<file path="config.mk">
export PLATFORM = sky130hd
export DESIGN_NAME = radio_frame_symbol_encoder_flat
export DESIGN_NICKNAME = d
export VERILOG_FILES = /design/src/sv/rfse_pkg.sv /design/src/sv/rfse_if.sv /design/src/sv/radio_frame_symbol_encoder.sv /design/src/sv/rfse_cmd_fifo.sv /design/src/sv/rfse_front.sv /design/src/sv/rfse_back.sv /design/src/flat_wrapper.sv
export SDC_FILE = /design/constraint.sdc
export NUM_CORES = 1
export LEC_CHECK = 0
export BUFFER_PORTS_ARGS = -buffer_cell sky130_fd_sc_hd__buf_4
export CAP_MARGIN = 10
export CORE_AREA = 2 2 146 148
export CTS_BUF_LIST = sky130_fd_sc_hd__clkbuf_16
export CTS_CLUSTER_DIAMETER = 50
export DETAILED_ROUTE_END_ITERATION = 7
export DIE_AREA = 0 0 148 150
export PLACE_DENSITY_LB_ADDON = 0.2
export SKIP_LAST_GASP = 1
export SLEW_MARGIN = 10
export SYNTH_ARGS = -nofsm -noshare
export SYNTH_HDL_FRONTEND = slang
export SYNTH_SLANG_ARGS = --single-unit
</file>
<file path="constraint.sdc">
create_clock -name clk -period 3.9 [get_ports clk]
set_input_delay 0.585 -clock clk [delete_from_list [all_inputs] [get_ports clk]]
set_output_delay 0.585 -clock clk [all_outputs]
set_load 0.01 [all_outputs]
</file>
<file path="src/sv/rfse_pkg.sv">
// ----------------------------------------------------------------------------
// rfse_pkg
// Shared types, codes and helper functions of the radio frame symbol encoder.
// ----------------------------------------------------------------------------
package rfse_pkg;

  localparam int unsigned MAX_PAYLOAD = 32;
  localparam int unsigned HDR_BYTES   = 5;
  localparam int unsigned LEN_BIAS    = 7;
  localparam int unsigned CMD_DEPTH   = 2;
  localparam int unsigned CMD_PTR_W   = (CMD_DEPTH > 1) ? $clog2(CMD_DEPTH) : 1;
  localparam int unsigned CMD_CNT_W   = $clog2(CMD_DEPTH + 1);
  localparam int unsigned STEP_W      = 3;

  localparam logic [15:0] CRC_INIT = 16'hffff;
  localparam logic [15:0] CRC_POLY = 16'h8408;

  // request types
  localparam logic REQ_START   = 1'b0;
  localparam logic REQ_PAYLOAD = 1'b1;

  // result status codes
  localparam logic [1:0] STATUS_OK      = 2'd0;
  localparam logic [1:0] STATUS_TOO_BIG = 2'd1;
  localparam logic [1:0] STATUS_STRAY   = 2'd2;

  // configuration register indexes
  localparam logic [1:0] CFG_NET_ADDR = 2'd0;
  localparam logic [1:0] CFG_DEV_ADDR = 2'd1;
  localparam logic [1:0] CFG_TBL_LO   = 2'd2;
  localparam logic [1:0] CFG_TBL_HI   = 2'd3;

  // command kinds passed from the front end to the back end
  localparam logic [1:0] KIND_START   = 2'd0;
  localparam logic [1:0] KIND_PAYLOAD = 2'd1;
  localparam logic [1:0] KIND_ERR_LEN = 2'd2;
  localparam logic [1:0] KIND_ERR_STR = 2'd3;

  typedef struct packed {
    logic [1:0] kind;
    logic       crc_after;  // frame closes with its CRC after this command
    logic [7:0] dest;
    logic [7:0] port;
    logic [7:0] len;
    logic [7:0] data;
  } cmd_t;

  typedef struct packed {
    logic [7:0]  net_addr;
    logic [7:0]  dev_addr;
    logic [63:0] tbl_lo;
    logic [63:0] tbl_hi;
  } cfg_t;

  function automatic logic [15:0] crc_byte(input logic [15:0] crc, input logic [7:0] b);
    logic [15:0] c;
    c = crc ^ {8'h00, b};
    for (int i = 0; i < 8; i++) begin
      c = c[0] ? ((c >> 1) ^ CRC_POLY) : (c >> 1);
    end
    return c;
  endfunction

  function automatic logic [7:0] map_nibble(input logic [63:0] lo, input logic [63:0] hi,
                                            input logic [3:0] nib);
    logic [63:0] word;
    word = nib[3] ? hi : lo;
    return word[{nib[2:0], 3'b000} +: 8];
  endfunction

endpackage

</file>
<file path="src/sv/rfse_if.sv">
// ----------------------------------------------------------------------------
// rfse channel interfaces
// Valid/ready channels for request items, symbol results and register writes.
// ----------------------------------------------------------------------------
interface rfse_in_if;
  logic       valid;
  logic       ready;
  logic       req_type;
  logic [7:0] dest;
  logic [7:0] port;
  logic [7:0] payload_len;
  logic [7:0] payload_byte;

  modport source (output valid, req_type, dest, port, payload_len, payload_byte,
                  input ready);
  modport sink   (input valid, req_type, dest, port, payload_len, payload_byte,
                  output ready);
endinterface

interface rfse_out_if;
  logic       valid;
  logic       ready;
  logic [7:0] symbol;
  logic [1:0] status;
  logic       last;
  logic       frame_end;

  modport source (output valid, symbol, status, last, frame_end, input ready);
  modport sink   (input valid, symbol, status, last, frame_end, output ready);
endinterface

interface rfse_cfg_if;
  logic        valid;
  logic        ready;
  logic [1:0]  index;
  logic [63:0] data;

  modport source (output valid, index, data, input ready);
  modport sink   (input valid, index, data, output ready);
endinterface

</file>
<file path="src/sv/radio_frame_symbol_encoder.sv">
// ----------------------------------------------------------------------------
// radio_frame_symbol_encoder
// Builds short radio frames as nibble symbols with a trailing CRC-CCITT.
// ----------------------------------------------------------------------------
// Throughput: one symbol per cycle while out_ch is ready and an item is
//   queued, limited by the single output register; a payload item gives
//   its byte's nibbles (plus the CRC if it closes the frame), a start item its
//   header (plus the CRC for an empty payload); an error item, one result.
// Reset: rst_n, synchronous, active low; clears the queue, frame tracking,
//   output valid and all configuration registers.
// ----------------------------------------------------------------------------
module radio_frame_symbol_encoder (
  input  logic        clk,
  input  logic        rst_n,
  rfse_in_if.sink     in_ch,
  rfse_out_if.source  out_ch,
  rfse_cfg_if.sink    cfg_ch
);
  import rfse_pkg::*;

  // Configuration registers. Writes are only expected while the block is
  // idle, so the back end reads them live without any shadowing.
  cfg_t cfg_r;

  // Front end to queue, queue to back end
  logic push, push_ready;
  cmd_t push_cmd;
  logic pop, head_valid;
  cmd_t head_cmd;

  assign cfg_ch.ready = 1'b1;

  always_ff @(posedge clk) begin
    if (!rst_n) begin
      cfg_r <= '0;
    end else if (cfg_ch.valid) begin
      case (cfg_ch.index)
        CFG_NET_ADDR: cfg_r.net_addr <= cfg_ch.data[7:0];
        CFG_DEV_ADDR: cfg_r.dev_addr <= cfg_ch.data[7:0];
        CFG_TBL_LO:   cfg_r.tbl_lo   <= cfg_ch.data;
        CFG_TBL_HI:   cfg_r.tbl_hi   <= cfg_ch.data;
        default:      cfg_r          <= cfg_r;
      endcase
    end
  end

  // Front end: keeps frame_open / bytes_left and tags each transaction with
  // its kind and whether the frame closes after it.
  rfse_front u_front (
    .clk        (clk),
    .rst_n      (rst_n),
    .in_ch      (in_ch),
    .push       (push),
    .push_cmd   (push_cmd),
    .push_ready (push_ready)
  );

  // Two-entry queue lets the front end take the next item while the back end
  // is still streaming symbols of the previous one.
  rfse_cmd_fifo u_fifo (
    .clk       (clk),
    .rst_n     (rst_n),
    .push      (push),
    .push_cmd  (push_cmd),
    .not_full  (push_ready),
    .pop       (pop),
    .not_empty (head_valid),
    .head_cmd  (head_cmd)
  );

  // Back end: byte sequencer, CRC accumulator, symbol mapping, output register.
  rfse_back u_back (
    .clk        (clk),
    .rst_n      (rst_n),
    .head_valid (head_valid),
    .head_cmd   (head_cmd),
    .pop        (pop),
    .cfg        (cfg_r),
    .out_ch     (out_ch)
  );

endmodule

</file>
<file path="src/sv/rfse_cmd_fifo.sv">
// ----------------------------------------------------------------------------
// rfse_cmd_fifo
// Short command queue between the classifying front end and the back end.
// ----------------------------------------------------------------------------
module rfse_cmd_fifo (
  input  logic          clk,
  input  logic          rst_n,
  input  logic          push,
  input  rfse_pkg::cmd_t push_cmd,
  output logic          not_full,
  input  logic          pop,
  output logic          not_empty,
  output rfse_pkg::cmd_t head_cmd
);
  import rfse_pkg::*;

  cmd_t                 mem_r [CMD_DEPTH];
  logic [CMD_PTR_W-1:0] wr_ptr_r, wr_ptr_nxt;
  logic [CMD_PTR_W-1:0] rd_ptr_r, rd_ptr_nxt;
  logic [CMD_CNT_W-1:0] cnt_r, cnt_nxt;

  function automatic logic [CMD_PTR_W-1:0] ptr_inc(input logic [CMD_PTR_W-1:0] p);
    return (p == CMD_PTR_W'(CMD_DEPTH - 1)) ? '0 : p + CMD_PTR_W'(1);
  endfunction

  assign not_full  = (cnt_r != CMD_CNT_W'(CMD_DEPTH));
  assign not_empty = (cnt_r != '0);
  assign head_cmd  = mem_r[rd_ptr_r];

  always_comb begin
    wr_ptr_nxt = push ? ptr_inc(wr_ptr_r) : wr_ptr_r;
    rd_ptr_nxt = pop  ? ptr_inc(rd_ptr_r) : rd_ptr_r;
    cnt_nxt    = cnt_r + CMD_CNT_W'(push) - CMD_CNT_W'(pop);
  end

  always_ff @(posedge clk) begin
    if (!rst_n) begin
      wr_ptr_r <= '0;
      rd_ptr_r <= '0;
      cnt_r    <= '0;
    end else begin
      wr_ptr_r <= wr_ptr_nxt;
      rd_ptr_r <= rd_ptr_nxt;
      cnt_r    <= cnt_nxt;
    end
  end

  always_ff @(posedge clk) begin
    if (push) begin
      mem_r[wr_ptr_r] <= push_cmd;
    end
  end

endmodule

</file>
<file path="src/sv/rfse_front.sv">
// ----------------------------------------------------------------------------
// rfse_front
// Accepts request items, tracks the open frame and classifies each item.
// ----------------------------------------------------------------------------
module rfse_front (
  input  logic           clk,
  input  logic           rst_n,
  rfse_in_if.sink        in_ch,
  output logic           push,
  output rfse_pkg::cmd_t push_cmd,
  input  logic           push_ready
);
  import rfse_pkg::*;

  logic       open_r, open_nxt;
  logic [7:0] left_r, left_nxt;
  logic [7:0] left_dec;

  assign in_ch.ready = push_ready;
  assign push        = in_ch.valid && push_ready;
  assign left_dec    = left_r - 8'd1;

  always_comb begin
    open_nxt           = open_r;
    left_nxt           = left_r;
    push_cmd.kind      = KIND_START;
    push_cmd.crc_after = 1'b0;
    push_cmd.dest      = in_ch.dest;
    push_cmd.port      = in_ch.port;
    push_cmd.len       = in_ch.payload_len;
    push_cmd.data      = in_ch.payload_byte;
    if (in_ch.req_type == REQ_START) begin
      if (in_ch.payload_len > 8'(MAX_PAYLOAD)) begin
        push_cmd.kind = KIND_ERR_LEN;
        open_nxt      = 1'b0;
        left_nxt      = '0;
      end else begin
        push_cmd.crc_after = (in_ch.payload_len == '0);
        open_nxt           = (in_ch.payload_len != '0);
        left_nxt           = in_ch.payload_len;
      end
    end else if (!open_r) begin
      push_cmd.kind = KIND_ERR_STR;
    end else begin
      push_cmd.kind      = KIND_PAYLOAD;
      push_cmd.crc_after = (left_dec == '0);
      open_nxt           = (left_dec != '0);
      left_nxt           = left_dec;
    end
  end

  always_ff @(posedge clk) begin
    if (!rst_n) begin
      open_r <= 1'b0;
      left_r <= '0;
    end else if (push) begin
      open_r <= open_nxt;
      left_r <= left_nxt;
    end
  end

endmodule

</file>
<file path="src/sv/rfse_back.sv">
// ----------------------------------------------------------------------------
// rfse_back
// Expands commands into frame bytes, runs the CRC and emits nibble symbols.
// ----------------------------------------------------------------------------
module rfse_back (
  input  logic           clk,
  input  logic           rst_n,
  input  logic           head_valid,
  input  rfse_pkg::cmd_t head_cmd,
  output logic           pop,
  input  rfse_pkg::cfg_t cfg,
  rfse_out_if.source     out_ch
);
  import rfse_pkg::*;

  logic [STEP_W-1:0] step_r, step_nxt;
  logic              nib_r, nib_nxt;
  logic [15:0]       crc_r, crc_nxt;
  logic              vld_r, vld_nxt;
  logic [7:0]        sym_r;
  logic [1:0]        status_r;
  logic              last_r, end_r;

  logic              produce, is_err, is_crc, fin;
  logic [STEP_W-1:0] data_cnt, final_step;
  logic [7:0]        cur_byte, cur_sym;
  logic [15:0]       crc_base, crc_inv;
  logic [3:0]        nib;

  assign out_ch.valid     = vld_r;
  assign out_ch.symbol    = sym_r;
  assign out_ch.status    = status_r;
  assign out_ch.last      = last_r;
  assign out_ch.frame_end = end_r;

  assign produce = head_valid && (!vld_r || out_ch.ready);
  assign is_err  = (head_cmd.kind == KIND_ERR_LEN) || (head_cmd.kind == KIND_ERR_STR);
  assign crc_inv = ~crc_r;

  always_comb begin
    data_cnt   = (head_cmd.kind == KIND_START) ? STEP_W'(HDR_BYTES) : STEP_W'(1);
    final_step = head_cmd.crc_after ? data_cnt + STEP_W'(1) : data_cnt - STEP_W'(1);
    is_crc     = (step_r >= data_cnt);
    cur_byte   = head_cmd.data;
    if (is_crc) begin
      cur_byte = (step_r == data_cnt) ? crc_inv[7:0] : crc_inv[15:8];
    end else if (head_cmd.kind == KIND_START) begin
      case (step_r)
        3'd0:    cur_byte = head_cmd.len + 8'(LEN_BIAS);
        3'd1:    cur_byte = cfg.net_addr;
        3'd2:    cur_byte = cfg.dev_addr;
        3'd3:    cur_byte = head_cmd.dest;
        3'd4:    cur_byte = head_cmd.port;
        default: cur_byte = head_cmd.data;
      endcase
    end
    nib      = nib_r ? cur_byte[3:0] : cur_byte[7:4];
    cur_sym  = map_nibble(cfg.tbl_lo, cfg.tbl_hi, nib);
    fin      = is_err || (nib_r && (step_r == final_step));
    crc_base = ((head_cmd.kind == KIND_START) && (step_r == '0)) ? CRC_INIT : crc_r;
  end

  always_comb begin
    step_nxt = step_r;
    nib_nxt  = nib_r;
    crc_nxt  = crc_r;
    vld_nxt  = vld_r;
    pop      = 1'b0;
    if (out_ch.ready) begin
      vld_nxt = 1'b0;
    end
    if (produce) begin
      vld_nxt = 1'b1;
      if (fin) begin
        pop      = 1'b1;
        step_nxt = '0;
        nib_nxt  = 1'b0;
      end else if (nib_r) begin
        nib_nxt  = 1'b0;
        step_nxt = step_r + STEP_W'(1);
      end else begin
        nib_nxt = 1'b1;
      end
      if (!is_err && nib_r && !is_crc) begin
        crc_nxt = crc_byte(crc_base, cur_byte);
      end
    end
  end

  always_ff @(posedge clk) begin
    if (!rst_n) begin
      step_r <= '0;
      nib_r  <= 1'b0;
      crc_r  <= CRC_INIT;
      vld_r  <= 1'b0;
    end else begin
      step_r <= step_nxt;
      nib_r  <= nib_nxt;
      crc_r  <= crc_nxt;
      vld_r  <= vld_nxt;
    end
  end

  always_ff @(posedge clk) begin
    if (produce) begin
      if (is_err) begin
        sym_r    <= '0;
        status_r <= (head_cmd.kind == KIND_ERR_LEN) ? STATUS_TOO_BIG : STATUS_STRAY;
        last_r   <= 1'b1;
        end_r    <= 1'b0;
      end else begin
        sym_r    <= cur_sym;
        status_r <= STATUS_OK;
        last_r   <= fin;
        end_r    <= fin && head_cmd.crc_after;
      end
    end
  end

endmodule

</file>
<file path="src/flat_wrapper.sv">
// flat-port wrapper written by rule: the top's interface ports become plain ports
module radio_frame_symbol_encoder_flat import rfse_pkg::*;
  (clk, rst_n, in_ch_valid, in_ch_req_type, in_ch_dest, in_ch_port, in_ch_payload_len, in_ch_payload_byte, in_ch_ready, out_ch_valid, out_ch_symbol, out_ch_status, out_ch_last, out_ch_frame_end, out_ch_ready, cfg_ch_valid, cfg_ch_index, cfg_ch_data, cfg_ch_ready);
  rfse_in_if in_ch_i ();
  rfse_out_if out_ch_i ();
  rfse_cfg_if cfg_ch_i ();
  input  logic clk;
  input  logic rst_n;
  input wire logic [$bits(in_ch_i.valid)-1:0] in_ch_valid;
  input wire logic [$bits(in_ch_i.req_type)-1:0] in_ch_req_type;
  input wire logic [$bits(in_ch_i.dest)-1:0] in_ch_dest;
  input wire logic [$bits(in_ch_i.port)-1:0] in_ch_port;
  input wire logic [$bits(in_ch_i.payload_len)-1:0] in_ch_payload_len;
  input wire logic [$bits(in_ch_i.payload_byte)-1:0] in_ch_payload_byte;
  output wire logic [$bits(in_ch_i.ready)-1:0] in_ch_ready;
  output wire logic [$bits(out_ch_i.valid)-1:0] out_ch_valid;
  output wire logic [$bits(out_ch_i.symbol)-1:0] out_ch_symbol;
  output wire logic [$bits(out_ch_i.status)-1:0] out_ch_status;
  output wire logic [$bits(out_ch_i.last)-1:0] out_ch_last;
  output wire logic [$bits(out_ch_i.frame_end)-1:0] out_ch_frame_end;
  input wire logic [$bits(out_ch_i.ready)-1:0] out_ch_ready;
  input wire logic [$bits(cfg_ch_i.valid)-1:0] cfg_ch_valid;
  input wire logic [$bits(cfg_ch_i.index)-1:0] cfg_ch_index;
  input wire logic [$bits(cfg_ch_i.data)-1:0] cfg_ch_data;
  output wire logic [$bits(cfg_ch_i.ready)-1:0] cfg_ch_ready;
  assign in_ch_i.valid = in_ch_valid;
  assign in_ch_i.req_type = in_ch_req_type;
  assign in_ch_i.dest = in_ch_dest;
  assign in_ch_i.port = in_ch_port;
  assign in_ch_i.payload_len = in_ch_payload_len;
  assign in_ch_i.payload_byte = in_ch_payload_byte;
  assign in_ch_ready = in_ch_i.ready;
  assign out_ch_valid = out_ch_i.valid;
  assign out_ch_symbol = out_ch_i.symbol;
  assign out_ch_status = out_ch_i.status;
  assign out_ch_last = out_ch_i.last;
  assign out_ch_frame_end = out_ch_i.frame_end;
  assign out_ch_i.ready = out_ch_ready;
  assign cfg_ch_i.valid = cfg_ch_valid;
  assign cfg_ch_i.index = cfg_ch_index;
  assign cfg_ch_i.data = cfg_ch_data;
  assign cfg_ch_ready = cfg_ch_i.ready;
  radio_frame_symbol_encoder u_core (.clk(clk), .rst_n(rst_n), .in_ch(in_ch_i), .out_ch(out_ch_i), .cfg_ch(cfg_ch_i));
endmodule
</file>
==> out/results.ini <==
[status]
status = complete, no violations

[finish]
fin_nets = 1538
fillers = 1621
drive_above_1_share_pct = 22.0
layoutNonFillerInstCount = 1722
diodes = 0
final_util_pct = 70.9
design_area_um2 = 14700
syn2layout_area_growth_pct = 21.8

[timing]
slew_headroom_pct = 26.2
skew_ps = 10.1
fmax_mhz = 263
holdWs_ps = 219
hold_violations = 0
rsz0062_at_grt = no
fin_crit_sh_pct = 97.3
setup_violations = 0
slew_viol_final = 0
setup_slack_ps = 104
worst_slew_pin_slew_ps = 1110
min_period_ps = 3800

[synthesis]
seq_area_frac_synth_pct = 50.2
ys_types = 79
ys_ff_latch = 261
synth-edff-count = 82
synth_ff_type = dfxtp_1
synth_nets = 1411
synthesis.area_um2 = 12000
postSynth.asyncResetShare_pct = 0
yosys_warnings = 0
avgSynthCellArea_um2 = 9.29
synth_cells = 1296

[detailed_routing]
vias = 10400
drc = 0
wl_met2_um = 15100
wl_per_cell_um = 19.0
met3_wirelength_um = 2670
drt-initial-drc-count = 1074
drt_wl_total_um = 32700
via_per_inst = 6.02
firstDrtPassIters = 6
m1WireLength_um = 14300
routed.top_layer = met4
ant_nets = 0

[power]
p_per_area_nw_per_um2 = 642
ir_worst_vdd_v = 0.000477
leakage_nw = 5.57

[cts]
htree_levels = 1
clock_sinks = 261
cts_tree = built
numCtsBuffers = 31
cts-root-buf = clkbuf_16
clkTransAtPathRegs_ps = 60
cts_hold_buf = 0
cts_buffer_depth = 3
worstSkewPairLatency_ps = 550

[worst_setup_path]
end_kind = flop
worstPathMaxFanout = 21
crit_type = reg -> reg
worstPathArrival_ps = 4080
critPathLaunchType = flop
worstPathRequired_ps = 4190

[hold_path]
hold_path.class = in -> reg

[placement]
placedInstanceArea_um2 = 13400
dp_slack_ps = -156
dp_cells = 1658
port_buffers = 117
routabilityCongestion = 0.938
place.detailed.hpwl_um = 21800

[grt]
track_usage_pct = 28.9
first_global_vias = 9762
grt_pass1_wl_um = 51400
grt-ovfl-total = 0
antenna_found_initial = 1
grt_start_max_net_pins = 108

[die]
die_area_um2 = 22200
row_count = 53
start_util_pct = 58.2
core_area_um2 = 20700
die_h_um = 150
fp.dieW_um = 148
num_io_pins = 119

[flow_run]
drv_cap = 0

[synthesized netlist by cell type (7+ instances only)]
cell | count | share of area, %
clkbuf_1 | 59 | 1.8
or3_1 | 8 | 0.42
buf_2 | 8 | 0.33
nand3_1 | 18 | 0.75
nor3_1 | 20 | 0.83
xnor2_1 | 13 | 0.95
a21oi_1 | 154 | 6.4
a22oi_1 | 11 | 0.69
o22ai_1 | 15 | 0.78
mux2_2 | 42 | 3.9
inv_1 | 23 | 0.72
o31ai_1 | 11 | 0.69
nand2_1 | 308 | 9.6
nor2_1 | 65 | 2.0
buf_1 | 11 | 0.34
nor2b_1 | 7 | 0.36
mux2i_1 | 58 | 4.8
a211oi_1 | 11 | 0.69
o211ai_1 | 13 | 0.81
o221ai_1 | 25 | 1.8
edfxtp_1 | 82 | 20
ha_1 | 11 | 1.1
dfxtp_1 | 179 | 30
and2_1 | 7 | 0.36
o21ai_0 | 17 | 0.71
xor2_1 | 7 | 0.51
[final cells by class]
| class | count | area [um2] | share of cell area (%) |
|---|---|---|---|
| clock buffer | 32 | 801 | 5.46 |
| clock inverter | 25 | 335 | 2.29 |
| inverter | 25 | 96.3 | 0.657 |
| multi-input combinational | 924 | 5630 | 38.4 |
| sequential | 261 | 6050 | 41.2 |
| tap | 275 | 344 | 2.35 |
| timing repair buffer | 180 | 1410 | 9.62 |
[what timing repair did]
action	in CTS	in global routing
pin swaps	0	1
cloned	0	1
setup buffers	0	6
resized for setup	2	21
endpoints found under the setup margin	8	8
[path summary, 6_finish.rpt]
kind	start	to	slack, ps	cells past startpoint
setup reg to reg	u_core.u_back.step_r[1]	u_core.u_back.out_ch.symbol[3]	100	12
setup / recovery	u_core.u_back.step_r[1]	u_core.u_back.out_ch.symbol[3]	100	12
hold / removal	in_ch_port[4]	u_core.u_fifo.mem_r[0][20]	220	1
hold reg to reg	u_core.cfg_r[95]	u_core.cfg_r[95]	450	2
[layout by cell type (no fill, tap or decap), types with 4 or more instances in the layout]
| master | netlist | final |
|---|---|---|
| ha_1 | 11 | 11 |
| o22ai_1 | 15 | 13 |
| nand3_1 | 18 | 17 |
| and2_1 | 7 | 7 |
| o2111ai_1 | 4 | 4 |
| dfxtp_1 | 179 | 178 |
| bufinv_16 | 0 | 7 |
| clkbuf_16 | 0 | 33 |
| and3_1 | 6 | 4 |
| xor2_1 | 7 | 7 |
| or3_1 | 8 | 7 |
| o221ai_1 | 25 | 23 |
| a31o_2 | 6 | 6 |
| clkinv_1 | 1 | 6 |
| nor3_1 | 20 | 18 |
| nor2_1 | 65 | 63 |
| o21ai_0 | 17 | 15 |
| a22oi_1 | 11 | 11 |
| clkinv_2 | 0 | 5 |
| or2_2 | 6 | 6 |
| buf_4 | 4 | 175 |
| mux2i_1 | 58 | 57 |
| nor2b_1 | 7 | 7 |
| mux2_2 | 42 | 42 |
| o211ai_1 | 13 | 13 |
| a21o_1 | 4 | 4 |
| xnor2_1 | 13 | 13 |
| a21oi_1 | 154 | 153 |
| o31ai_1 | 11 | 11 |
| edfxtp_1 | 82 | 82 |
| nand3b_1 | 4 | 4 |
| nand2_1 | 308 | 308 |
| nand4_1 | 6 | 6 |
| inv_1 | 23 | 23 |
| a211oi_1 | 11 | 10 |
[critical path, cell delays in order, from the launching register on]
cell	delay [ps]
dfxtp_1	460
inv_1	120
ha_1	270
o21ba_1	220
o32a_1	390
a211oi_2	350
a22o_1	270
buf_4	250
or3_4	220
buf_12	200
mux2i_1	420
a221o_1	260
o22ai_1	70
[logic make-up (layout without fill, tap and decap cells)]
family / after synthesis / in the layout / share of synthesized area, %
compound gates: 311 / 311 / 16.7
xor+xnor: 24 / 24 / 2.15
fa+ha+maj: 11 / 11 / 1.14
buf+inv: 111 / 262 / 3.95
flops: 261 / 261 / 50.2
mux: 102 / 102 / 8.97
other cells: 1 / 1 / 0.0311
simple gates: 475 / 475 / 16.8
[metal layers]
metal  GRT usage [%]  vias up
met3            4.36       60
met4            7.62        0
li1                -     4885
met1            41.7     4926
met2            45.6      492
met5               0        -
[through the flow]
step	total power (W)	setup TNS (ps)
after floorplan	0.00512	0
after global placement	0.00597	-96.2
after detailed placement	0.00602	-800
after CTS	0.00916	0
after global routing	0.00977	0
final	0.00941	0
[sequential cells by signal, indices dropped and copies added (netlist names), named ones only]
signal	count
u_core.cfg_r	144
u_core.u_back.crc_r	16
u_core.u_back.nib_r	1
u_core.u_back.out_ch.frame_end	1
u_core.u_back.out_ch.last	1
u_core.u_back.out_ch.status	2
u_core.u_back.out_ch.symbol	8
u_core.u_back.out_ch.valid	1
u_core.u_back.step_r	3
u_core.u_fifo.cnt_r	2
u_core.u_fifo.mem_r	70
u_core.u_fifo.rd_ptr_r	1
u_core.u_fifo.wr_ptr_r	1
u_core.u_front.left_r	8
u_core.u_front.open_r	1
[report_power, final]
group / switching (W) / internal, W
clock: 0.00118 / 0.00197
combinational: 0.00172 / 0.00133
sequential: 0.000123 / 0.00309
total: 0.00302 / 0.00639
No activity file was read; power rests on OpenSTA's default activity.
